==> src/rtl/core/tkst_pkg.sv <==
`default_nettype none
package tkst_pkg;

	typedef enum logic [1:0] {
		MODE_INSERT = 2'd0,
		MODE_REMOVE = 2'd1,
		MODE_READ   = 2'd2,
		MODE_NONE   = 2'd3
	} mode_t;

	typedef enum logic [2:0] {
		ST_IDLE,
		ST_CHECK,
		ST_WALK,
		ST_FINAL,
		ST_REPLY
	} state_t;

	typedef struct packed {
		logic load;
		logic walk;
		logic fin;
		logic emit;
	} cmd_t;

	typedef struct packed {
		logic full;
		logic reject;
		logic walk_done;
	} status_t;

endpackage
`default_nettype wire

==> src/rtl/core/top_k_score_table.sv <==
// A read or an unused mode goes from idle to the reply state and its done strobe; insert and remove
// walk the n stored entries through one read port, one a cycle. A full table first checks its
// lowest score: a reject goes to the reply without a walk, otherwise the CAPACITY - 1 upper
// entries are walked.
// One operation is in flight at a time; start is taken again in the cycle the strobe shows.
// Reset empties the table and clears the controller; table contents are not cleared.
`default_nettype none
module top_k_score_table #(
	parameter int CAPACITY   = 16,
	parameter int KEY_BITS   = 16,
	parameter int SCORE_BITS = 32
) (
	input  wire                 clk,
	input  wire                 arst_n,
	input  wire                 start,
	output logic                busy,
	input  wire  [1:0]          mode,
	input  wire  [15:0]         player_key,
	input  wire  signed [31:0]  new_score,
	input  wire  [3:0]          slot_index,
	output logic                done,
	output logic                accepted,
	output logic [4:0]          entry_count,
	output logic                read_valid,
	output logic [15:0]         read_key,
	output logic signed [31:0]  read_score
);

	tkst_pkg::cmd_t    cmd;
	tkst_pkg::status_t status;

	tkst_ctrl u_ctrl (
		.clk    (clk),
		.arst_n (arst_n),
		.start  (start),
		.mode   (mode),
		.status (status),
		.busy   (busy),
		.cmd    (cmd)
	);

	tkst_dp #(
		.CAPACITY   (CAPACITY),
		.KEY_BITS   (KEY_BITS),
		.SCORE_BITS (SCORE_BITS)
	) u_dp (
		.clk         (clk),
		.arst_n      (arst_n),
		.cmd         (cmd),
		.mode        (mode),
		.player_key  (player_key),
		.new_score   (new_score),
		.slot_index  (slot_index),
		.status      (status),
		.done        (done),
		.accepted    (accepted),
		.entry_count (entry_count),
		.read_valid  (read_valid),
		.read_key    (read_key),
		.read_score  (read_score)
	);

`ifndef SYNTHESIS
	a_start_busy: assert property (@(posedge clk) disable iff (!arst_n)
		start && !busy |=> busy)
		else $error("accepted start did not raise busy");

	a_done_after_busy: assert property (@(posedge clk) disable iff (!arst_n)
		done |-> $past(busy))
		else $error("done beat without an operation in flight");

	a_done_single: assert property (@(posedge clk) disable iff (!arst_n)
		done |=> !done)
		else $error("done beat repeated");

	a_acc_not_read: assert property (@(posedge clk) disable iff (!arst_n)
		done |-> !(accepted && read_valid))
		else $error("insert and read reported in one beat");
`endif

endmodule
`default_nettype wire

==> src/rtl/core/tkst_dp.sv <==
`default_nettype none
module tkst_dp #(
	parameter int CAPACITY   = 16,
	parameter int KEY_BITS   = 16,
	parameter int SCORE_BITS = 32
) (
	input  wire                    clk,
	input  wire                    arst_n,
	input  wire tkst_pkg::cmd_t    cmd,
	input  wire  [1:0]             mode,
	input  wire  [15:0]            player_key,
	input  wire  signed [31:0]     new_score,
	input  wire  [3:0]             slot_index,
	output tkst_pkg::status_t      status,
	output logic                   done,
	output logic                   accepted,
	output logic [4:0]             entry_count,
	output logic                   read_valid,
	output logic [15:0]            read_key,
	output logic signed [31:0]     read_score
);

	localparam int AW = (CAPACITY > 1) ? $clog2(CAPACITY) : 1;
	localparam int CW = $clog2(CAPACITY + 1);
	localparam int WW = (CW > 4) ? CW : 4;

	logic [KEY_BITS-1:0]   key_mem   [CAPACITY];
	logic [SCORE_BITS-1:0] score_mem [CAPACITY];

	logic [KEY_BITS-1:0]   rd_key_q;
	logic [SCORE_BITS-1:0] rd_score_q;
	logic [KEY_BITS-1:0]   carry_key_q;
	logic [SCORE_BITS-1:0] carry_score_q;
	tkst_pkg::mode_t       op_mode_q;
	logic [3:0]            op_slot_q;
	logic [CW-1:0]         count_q;
	logic [CW-1:0]         lim_q;
	logic [CW-1:0]         rd_ptr_q;
	logic [CW-1:0]         proc_ptr_q;
	logic [CW-1:0]         wr_ptr_q;
	logic                  pv_q;
	logic                  placed_q;
	logic                  acc_q;
	logic                  done_q;

	logic                  full;
	logic                  less_e;
	logic                  ins_wr;
	logic                  keep;
	logic                  more;
	logic                  rv;
	logic [AW-1:0]         raddr;
	logic                  we;
	logic [AW-1:0]         waddr;
	logic [KEY_BITS-1:0]   wkey;
	logic [SCORE_BITS-1:0] wscore;

	assign full   = (count_q == CW'(CAPACITY));
	assign less_e = ($signed(rd_score_q) < $signed(carry_score_q));
	assign ins_wr = placed_q || less_e;
	assign keep   = (rd_key_q != carry_key_q);
	assign more   = (rd_ptr_q != lim_q);
	assign rv     = (op_mode_q == tkst_pkg::MODE_READ) && (WW'(op_slot_q) < WW'(count_q));

	assign status.full      = full;
	assign status.reject    = ($signed(carry_score_q) < $signed(rd_score_q));
	assign status.walk_done = !more && !pv_q;

	always_comb begin
		if (cmd.walk) begin
			raddr = rd_ptr_q[AW-1:0];
		end else if (mode == tkst_pkg::MODE_READ) begin
			raddr = AW'(slot_index);
		end else begin
			raddr = AW'(CAPACITY - 1);
		end
	end

	always_comb begin
		we     = 1'b0;
		waddr  = proc_ptr_q[AW-1:0];
		wkey   = carry_key_q;
		wscore = carry_score_q;
		if (cmd.walk && pv_q) begin
			if (op_mode_q == tkst_pkg::MODE_INSERT && ins_wr) begin
				we = 1'b1;
			end else if (op_mode_q == tkst_pkg::MODE_REMOVE && keep) begin
				we     = 1'b1;
				waddr  = wr_ptr_q[AW-1:0];
				wkey   = rd_key_q;
				wscore = rd_score_q;
			end
		end else if (cmd.fin && op_mode_q == tkst_pkg::MODE_INSERT) begin
			we    = 1'b1;
			waddr = lim_q[AW-1:0];
		end
	end

	always_ff @(posedge clk) begin
		rd_key_q   <= key_mem[raddr];
		rd_score_q <= score_mem[raddr];
		if (we) begin
			key_mem[waddr]   <= wkey;
			score_mem[waddr] <= wscore;
		end
	end

	always_ff @(posedge clk or negedge arst_n) begin
		if (!arst_n) begin
			count_q  <= '0;
			rd_ptr_q <= '0;
			wr_ptr_q <= '0;
			pv_q     <= 1'b0;
			placed_q <= 1'b0;
			acc_q    <= 1'b0;
			done_q   <= 1'b0;
		end else begin
			if (cmd.load) begin
				rd_ptr_q <= '0;
				wr_ptr_q <= '0;
				pv_q     <= 1'b0;
				placed_q <= 1'b0;
				acc_q    <= 1'b0;
			end else if (cmd.walk) begin
				if (more) begin
					rd_ptr_q <= rd_ptr_q + 1'b1;
					pv_q     <= 1'b1;
				end else begin
					pv_q <= 1'b0;
				end
				if (pv_q && op_mode_q == tkst_pkg::MODE_INSERT && ins_wr) begin
					placed_q <= 1'b1;
				end
				if (pv_q && op_mode_q == tkst_pkg::MODE_REMOVE && keep) begin
					wr_ptr_q <= wr_ptr_q + 1'b1;
				end
			end
			if (cmd.fin) begin
				if (op_mode_q == tkst_pkg::MODE_INSERT) begin
					acc_q <= 1'b1;
					if (!full) begin
						count_q <= count_q + 1'b1;
					end
				end else if (op_mode_q == tkst_pkg::MODE_REMOVE) begin
					count_q <= wr_ptr_q;
				end
			end
			done_q <= cmd.emit;
		end
	end

	always_ff @(posedge clk) begin
		if (cmd.load) begin
			op_mode_q     <= tkst_pkg::mode_t'(mode);
			op_slot_q     <= slot_index;
			carry_key_q   <= KEY_BITS'(player_key);
			carry_score_q <= SCORE_BITS'($unsigned(new_score));
			if (full && mode == tkst_pkg::MODE_INSERT) begin
				lim_q <= CW'(CAPACITY - 1);
			end else begin
				lim_q <= count_q;
			end
		end
		if (cmd.walk && more) begin
			proc_ptr_q <= rd_ptr_q;
		end
		if (cmd.walk && pv_q && op_mode_q == tkst_pkg::MODE_INSERT && ins_wr) begin
			carry_key_q   <= rd_key_q;
			carry_score_q <= rd_score_q;
		end
		if (cmd.emit) begin
			accepted    <= acc_q;
			entry_count <= 5'(count_q);
			read_valid  <= rv;
			read_key    <= rv ? 16'(rd_key_q) : '0;
			read_score  <= rv ? 32'(rd_score_q) : '0;
		end
	end

	assign done = done_q;

endmodule
`default_nettype wire

==> src/rtl/core/tkst_ctrl.sv <==
`default_nettype none
module tkst_ctrl (
	input  wire                 clk,
	input  wire                 arst_n,
	input  wire                 start,
	input  wire  [1:0]          mode,
	input  wire tkst_pkg::status_t status,
	output logic                busy,
	output tkst_pkg::cmd_t      cmd
);

	tkst_pkg::state_t state_q;
	tkst_pkg::state_t state_d;

	always_ff @(posedge clk or negedge arst_n) begin
		if (!arst_n) begin
			state_q <= tkst_pkg::ST_IDLE;
		end else begin
			state_q <= state_d;
		end
	end

	always_comb begin
		state_d = state_q;
		cmd     = '0;
		busy    = 1'b1;
		case (state_q)
			tkst_pkg::ST_IDLE: begin
				busy = 1'b0;
				if (start) begin
					cmd.load = 1'b1;
					case (mode)
						tkst_pkg::MODE_INSERT: begin
							state_d = status.full ? tkst_pkg::ST_CHECK : tkst_pkg::ST_WALK;
						end
						tkst_pkg::MODE_REMOVE: begin
							state_d = tkst_pkg::ST_WALK;
						end
						default: begin
							state_d = tkst_pkg::ST_REPLY;
						end
					endcase
				end
			end
			tkst_pkg::ST_CHECK: begin
				state_d = status.reject ? tkst_pkg::ST_REPLY : tkst_pkg::ST_WALK;
			end
			tkst_pkg::ST_WALK: begin
				cmd.walk = 1'b1;
				if (status.walk_done) begin
					state_d = tkst_pkg::ST_FINAL;
				end
			end
			tkst_pkg::ST_FINAL: begin
				cmd.fin = 1'b1;
				state_d = tkst_pkg::ST_REPLY;
			end
			tkst_pkg::ST_REPLY: begin
				cmd.emit = 1'b1;
				state_d  = tkst_pkg::ST_IDLE;
			end
			default: begin
				state_d = tkst_pkg::ST_IDLE;
			end
		endcase
	end

endmodule
`default_nettype wire

==> config.mk <==
export PLATFORM = sky130hd
export DESIGN_NAME = top_k_score_table
export DESIGN_NICKNAME = d
export VERILOG_FILES = /design/src/rtl/core/tkst_pkg.sv /design/src/rtl/core/top_k_score_table.sv /design/src/rtl/core/tkst_dp.sv /design/src/rtl/core/tkst_ctrl.sv
export SDC_FILE = /design/constraint.sdc
export NUM_CORES = 1
export LEC_CHECK = 0
export ABC_AREA = 1
export ABC_CLOCK_PERIOD_IN_PS = 7100
export BUFFER_PORTS_ARGS = -buffer_cell sky130_fd_sc_hd__buf_2
export CAP_MARGIN = 10
export CORE_UTILIZATION = 50
export DETAILED_ROUTE_END_ITERATION = 12
export GPL_TIMING_DRIVEN = 0
export PLACE_DENSITY = 0.65
export SETUP_SLACK_MARGIN = 0.2
export SLEW_MARGIN = 20
export SYNTH_ARGS = -nofsm -noshare
export SYNTH_HDL_FRONTEND = slang
export SYNTH_SLANG_ARGS = --single-unit
export TNS_END_PERCENT = 50
==> constraint.sdc <==
create_clock -name clk -period 7.1 [get_ports clk]
set_input_delay 0.71 -clock clk [delete_from_list [all_inputs] [get_ports clk]]
set_output_delay 0.71 -clock clk [all_outputs]
set_load 0.05 [all_outputs]
==> key figures, run 1 <==
Yosys
  • Synthesis warning total: 0
  • Cell count after synthesis: 3,361
  • Netlist Area Pre-Place: ~40,000 um^2
  • Net Count, Synth: roughly 3,500
  • Post-synthesis register bit count: 956
  • Post-synth EDFFs: 886
  • Avg Cell Area, Syn: between 10 and 15 um^2
  • Ys async rst share: 0.02301
  • Yosys cell types: 37
  • Seq/Total Area, Yosys: 0.7059
  • Most used DFF post-synth: edfxtp_1

Detailed routing
  • M1 WL: ~45 mm
  • Met3 WL: between 10 and 15 mm
  • DRT iter0 DRCs: 2,908
  • DRC violations left: 4
  • Highest routed metal layer: met5
  • Met2 WL: 53.33 mm
  • DRT Wirelength: 111.4 mm
  • Wirelength per Cell: 23.40 um
  • First-pass DRT Iterations: 12
  • Via density: 5.582
  • Via count: 26,590
  • Post-route ant nets: 0

Clock tree
  • Cts hold-fix bufs: 0
  • CTS buffer count: 95
  • Clk Latency, worst-skew pair: roughly 0.66 ns
  • CTS tree: yes
  • CTS max path bufs: 3
  • Clk Tree Root Cell: clkbuf_16
  • Post-CTS resize count: 0
  • CTS H-tree lvls: 3
  • Clock slew at reported path FFs: roughly 0.060 ns
  • Post-CTS setup buffer count: 0
  • # clock sinks: around 960

Worst setup path
  • Worst EP arrival: roughly 4.3 ns
  • Startpoint Class: flop
  • Crit path buf inv count: 3
  • Critical path peak fanout: 23
  • Slowest Stage Delay on Critical Path: 0.53 ns
  • Worst setup path class: flop to flop
  • CP top delay family: simple AND/OR/NAND/NOR gates
  • Critical Path End Type: flop
  • Cell mode on critical path: nand2_1
  • Crit path cell chain: inv_1, ha_1, nand2_1, nor2_1, nand2_1, nor2_1, nand2_1, nand2_1, nand2_1, nand3_1, nand2_1, nand2_1, buf_2, nand2_1, nor2_4, buf_12
  • Slowest cell on crit path: nor2_4
  • CP Data Required Time: ~7.4 ns

Floorplan
  • Chip Width: about 280 um
  • Die area: 80,800 um^2
  • Die height: between 200 and 300 um
  • # rows: roughly 100
  • Placeable Area: 78,870 um^2
  • Initial Util: 0.5050
  • IO Count: approximately 110

Timing
  • RSZ-0062 raised after global routing: no
  • Hold slack: 0.05508 ns
  • Least-Margin Pin Slew: between 1 and 1.5 ns
  • Final hold viol count: 0
  • Final period util: 0.5497
  • Max Fclk: 256.2 MHz
  • Final min period: 3.903 ns
  • Clk_skew: 0.01833 ns
  • Slew Limit Headroom: 0.3195
  • Final worst slack: around 3.2 ns
  • Final setup vio count: 0
  • Final count of pins violating max slew: 0

Placed design
  • Placed insts: approximately 4,600
  • Setup slack after placement: 3.215 ns
  • GPL Wtd Cong: between 0.8 and 0.9
  • HPWL Detailed: 77.82 mm
  • Port buffer count: 113
  • Dpl cell area: 42,830 um^2

Power and ir drop
  • Pwr per Cell Area: 404.5 nW/um^2
  • Worst vdd ir: around 0.00023 V
  • LEAKAGE: around 18 nW

GRT
  • First-pass GRT wire length: 162.9 mm
  • Vias in the first global route: 25,590
  • GR Overflow Total: 0
  • Largest net degree at the start of global routing: between 40 and 50
  • GRT Overall Usage: 0.2747
  • Initial antenna violation count: 5

Final layout
  • # fillers: 6,337
  • Final non-filler cell total: 4,763
  • Area Growth Syn to Fin: 15.37%
  • Proportion of layout cells with a drive suffix above 1: 0.1320
  • # nets final: 3,726
  • Post-layout instance area: 45,950 um^2

Run
  • Max-Cap Viols: 0

Status
  • Status: finished, violations left
  • Failing checks: DRC

Worst hold path
  • Min-delay worst type: input pin to asynchronous set/reset pin
==> layout make-up <==
type / count / area, um^2 / area share
flip-flops and latches: 956 / 28120 / 0.6118
multi-input cells: 1688 / 9097 / 0.1980
clock buffers: 131 / 2666 / 0.05802
inverters: 532 / 2017 / 0.04389
repair buffers: 172 / 1456 / 0.03169
well taps: 1050 / 1314 / 0.02859
plain buffers: 185 / 833.3 / 0.01813
clock inverters: 48 / 450.4 / 0.009802
diodes: 1 / 2.502 / 0.00005445
==> per-stage QoR <==
| step | setup TNS, ns | total power [mW] | util |
|---|---|---|---|
| 2_1_floorplan | 0 | 10.81 | - |
| 3_3_place_gp | -0.02994 | 13.25 | 0.5288 |
| 3_5_place_dp | 0 | 13.52 | 0.5431 |
| 4_1_cts | 0 | 18.50 | 0.5826 |
| 5_1_grt | 0 | 19.34 | 0.5826 |
| 6_report | 0 | 18.59 | 0.5827 |
==> cells in the final DEF (no fill, tap or decap), types with 50 or more instances in the layout <==
| cell | instances |
|---|---|
| o21ai_0 | 202 |
| edfxtp_1 | 886 |
| nor2_1 | 86 |
| inv_1 | 520 |
| o211ai_1 | 353 |
| o21ai_1 | 50 |
| buf_2 | 218 |
| nand2_1 | 606 |
| clkbuf_16 | 98 |
| a21oi_1 | 55 |
| nand3_1 | 187 |
| clkbuf_1 | 97 |
==> cell families (layout without fill, tap and decap cells) <==
family	count (synthesis)	after routing	share of synthesized area
AND/OR/NAND/NOR	923	923	0.09490
adder cells (fa/ha/maj)	39	39	0.01225
XOR/XNOR	16	16	0.003518
buffers and inverters	717	1068	0.07106
AO/OA/AOI/OAI	710	710	0.1124
other	0	1	0
flip-flops	956	956	0.7059
==> synth_stat cells (all sizes together) (2+ instances only) <==
library cell    n  area [um^2]
edfxtp        886        26610
nand2         607         2278
inv           531         1993
o211ai        353         2650
o21ai         289         1458
nand3         187        935.9
buf           112        559.3
nor2           97        369.1
clkbuf         73        274.0
a21oi          56        280.3
dfxtp          48        960.9
ha             39        488.0
dfrtp          22        550.5
nor3           14        81.33
xor2           11        96.34
or2            10        62.56
nand4           5        31.28
xnor2           5        43.79
o21a            3        22.52
a31oi           2        12.51
nor3b           2        15.01
==> registers in the layout, indices dropped and copies added, names as in the netlist, 2 cells and up <==
name	cells
u_dp.score_mem	512
u_dp.key_mem	256
u_dp.carry_score_q	32
u_dp.rd_score_q	32
u_dp.read_score	32
u_dp.carry_key_q	16
u_dp.rd_key_q	16
u_dp.read_key	16
u_dp.count_q	5
u_dp.entry_count	5
u_dp.lim_q	5
u_dp.rd_ptr_q	5
u_dp.wr_ptr_q	5
u_dp.op_slot_q	4
u_dp.proc_ptr_q	4
u_ctrl.state_q	3
u_dp.op_mode_q	2
==> power breakdown <==
| group | internal, mW | switching [mW] |
|---|---|---|
| registers | 6.99 | 0.247 |
| logic | 1.64 | 4.68 |
| clock network | 2.92 | 2.12 |
==> metal layers <==
layer,GRT usage,up-vias
li1,-,12290
met1,0.3722,12860
met2,0.4530,1250
met3,0.04687,188
met4,0.08616,4
met5,0,-
==> path summary, 6_finish.rpt <==
| check | startpoint | to | slack [ns] | depth (start not counted) |
|---|---|---|---|---|
| setup reg to reg | u_dp.carry_score_q[31] | u_dp.score_mem[5][12] | 3.20 | 16 |
| max in group asynchronous | arst_n | u_dp.done | 6.66 | 1 |
| hold reg to reg | u_dp.count_q[2] | u_dp.entry_count[2] | 0.48 | 0 |
| setup / recovery | u_dp.carry_score_q[31] | u_dp.score_mem[5][12] | 3.20 | 16 |
| min in group clk | mode[0] | u_dp.op_mode_q[0] | 0.27 | 1 |
| hold / removal | arst_n | u_dp.wr_ptr_q[2] | 0.06 | 1 |
Power figures use the tool's default switching activity.
==> run 2: changes to the inputs <==
Settings changed: ABC_CLOCK_PERIOD_IN_PS 7100 to 3800.
Clock period 7.1 ns to 3.8 ns, I/O delays scaled along.
==> key figures, run 2 (same netlist as run 1, synthesis figures left out) <==
Timing
  • RSZ-0062 raised after global routing: yes
  • Final period util: 0.9408 (+0.3911)
  • Final hold viol count: 0 (unchanged)
  • Slew Limit Headroom: 0.3063 (-0.01320)
  • Final count of pins violating max slew: 0 (unchanged)
  • Clk_skew: 0.02130 ns (+0.002973 ns)
  • Final min period: 3.575 ns (-0.3277 ns)
  • Final setup vio count: 0 (unchanged)
  • Max Fclk: 279.7 MHz (+9.2%)
  • Least-Margin Pin Slew: 1.041 ns (+0.01981 ns)
  • Post-route setup TNS: 0 ns (unchanged)

Worst setup path
  • Slowest Stage Delay on Critical Path: 0.71 ns (+0.18 ns)
  • Crit path cell chain: nor3_4, nor3_1, a21oi_2, buf_2, buf_1, o211ai_1, nand2_1
  • CP top delay family: buffers and inverters
  • Critical Path End Type: flop
  • Slowest cell on crit path: a21oi_2
  • Crit path buf inv count: 2 (-1)
  • Worst EP arrival: 4.12 ns (-0.13 ns)
  • CP Data Required Time: 4.34 ns (-3.10 ns)
  • Startpoint Class: flop
  • Worst setup path class: flop to flop
  • Critical path peak fanout: 10 (-57%)

Detailed routing
  • DRT iter0 DRCs: 2,956 (+1.7%)
  • Post-route ant nets: 0 (unchanged)
  • Via count: 26,800 (+0.80%)
  • DRT Wirelength: 112.2 mm (+0.70%)
  • Wirelength per Cell: 23.46 um (+0.30%)
  • Via density: 5.605 (+0.40%)
  • DRC violations left: 2 (-2)
  • First-pass DRT Iterations: 9 (-3)

Status
  • Status: finished, violations left
  • Failing checks: DRC

Clock tree
  • # clock sinks: 956 (unchanged)
  • CTS tree: yes
  • Clk Tree Root Cell: clkbuf_16
  • CTS max path bufs: 3 (unchanged)
  • CTS H-tree lvls: 3 (unchanged)
  • Clock slew at reported path FFs: 0.06 ns (about the same)
  • Clk Latency, worst-skew pair: 0.65 ns (about the same)
  • CTS buffer count: 93 (-2.1%)

Power and ir drop
  • LEAKAGE: 17.97 nW (+0.52%)
  • Worst vdd ir: 0.0003872 V (+70%)
  • Pwr per Cell Area: 748.2 nW/um^2 (+85%)

Floorplan
  • Chip Width: 284.2 um (unchanged)
  • # rows: 103 (unchanged)
  • Die height: 284.2 um (unchanged)
  • Initial Util: 0.5050 (unchanged)
  • Die area: 80,800 um^2 (unchanged)
  • Placeable Area: 78,870 um^2 (unchanged)
  • IO Count: 114 (unchanged)

Final layout
  • # nets final: 3,749 (+0.62%)
  • Area Growth Syn to Fin: 15.85%
  • Number of flip-flops in the largest register: 512 (unchanged)
  • # fillers: 6,262 (-1.2%)
  • Most frequent cells in the layout: 886 x edfxtp_1, 605 x nand2_1, 520 x inv_1
  • Biggest regs: u_dp.score_mem x512, u_dp.key_mem x256
  • Proportion of layout cells with a drive suffix above 1: 0.1364 (+0.004420)
  • Most flops, register: u_dp.score_mem
  • Final non-filler cell total: 4,782 (+0.40%)
  • Most common cell after layout, fill and taps aside: edfxtp_1

GRT
  • First-pass GRT wire length: 162.6 mm (-0.16%)
  • GRT Overall Usage: 0.2752 (+0.0005600)
  • Largest net degree at the start of global routing: 41 (-16%)
  • Initial antenna violation count: 2 (-3)
  • GR Overflow Total: 0 (unchanged)
  • Vias in the first global route: 25,640 (+0.20%)

Placed design
  • Placed insts: 4,585 (+0.044%)
  • HPWL Detailed: 77.90 mm (+0.11%)
  • GPL Wtd Cong: 0.8838 (+1.1%)
  • Port buffer count: 113 (unchanged)

Worst hold path
  • Min-delay worst type: input pin to flop

Run
  • Max-Cap Viols: 0 (unchanged)
## run 2: cell types whose count changed in the layout (fill, tap and decap cells not counted), moves of 3 or more
cell / change
buf_6: +7
inv_6: +4
dlygate4sd3_1: +7
clkbuf_1: +3
buf_4: +7
clkbuf_8: +3
inv_4: -3
clkbuf_16: -4
clkinv_1: -9
buf_12: +3
## run 2: layout make-up
type	instances	area, um^2	share of cell area
clock inverters	40	376.6	0.008162
multi-input cells	1688	9111	0.1975
well taps	1050	1314	0.02847
plain buffers	185	833.3	0.01806
inverters	532	2024	0.04387
diodes	1	2.502	0.00005423
repair buffers	197	1745	0.03783
clock buffers	133	2619	0.05675
flip-flops and latches	956	28120	0.6093
## run 2: through the flow
stage	setup WS, ns	hold slack [ns]	instance area [um^2]	utilization	total power, mW
floorplan	-0.5247	0.08441	39840	-	20.19
global placement	-3.213	0.4000	41720	0.5290	24.77
detailed placement	-0.1020	0.3983	42890	0.5438	25.28
CTS	0.1404	0.003282	46090	0.5844	34.31
global route	0.1773	0.03381	46140	0.5850	35.92
finish	0.2249	0.02259	46140	0.5850	34.52
## run 2: worst paths after layout
check / start / endpoint / slack, ns / depth (start not counted)
worst max-delay path: u_ctrl.state_q[0] / u_dp.rd_score_q[31] / 0.22 / 7
worst min register to register: u_dp.acc_q / u_dp.accepted / 0.47 / 0
worst min-delay path: new_score[12] / u_dp.carry_score_q[12] / 0.02 / 3
max in group asynchronous: arst_n / u_dp.placed_q / 3.12 / 2
worst max register to register: u_ctrl.state_q[0] / u_dp.rd_score_q[31] / 0.22 / 7
min in group asynchronous: arst_n / u_dp.count_q[1] / 0.28 / 2
## run 2: what timing repair did
action	in CTS	in global routing
pin swaps	6	1
endpoints found under the setup margin	292	678
hold buffers	7	0
gates resized for setup	0	6
hold endpoints to repair	28	0
buffers inserted	13	3
## run 2: worst register-to-register path: cells and delay by family, from the launching register on
kind | cells | cell delay, ns
simple gates | 3 | 0.80
flops | 1 | 0.46
compound gates | 2 | 1.04
buf+inv | 2 | 1.18
## run 2: power by group
part / switching, mW / total, mW / internal [mW]
Sequential: 0.469 / 13.5 / 13.1
Combinational: 8.75 / 11.9 / 3.12
Clock: 3.91 / 9.12 / 5.21
Total: 13.1 / 34.5 / 21.4
## run 2: metal layers
metal	part of all wire	vias to the layer above	global-route usage	routed length, um
li1	-	12320	-	-
met1	0.40	13020	0.3739	44730
met2	0.48	1258	0.4542	53680
met3	0.095	201	0.04213	10710
met4	0.028	0	0.09153	3090
met5	0	-	0	0
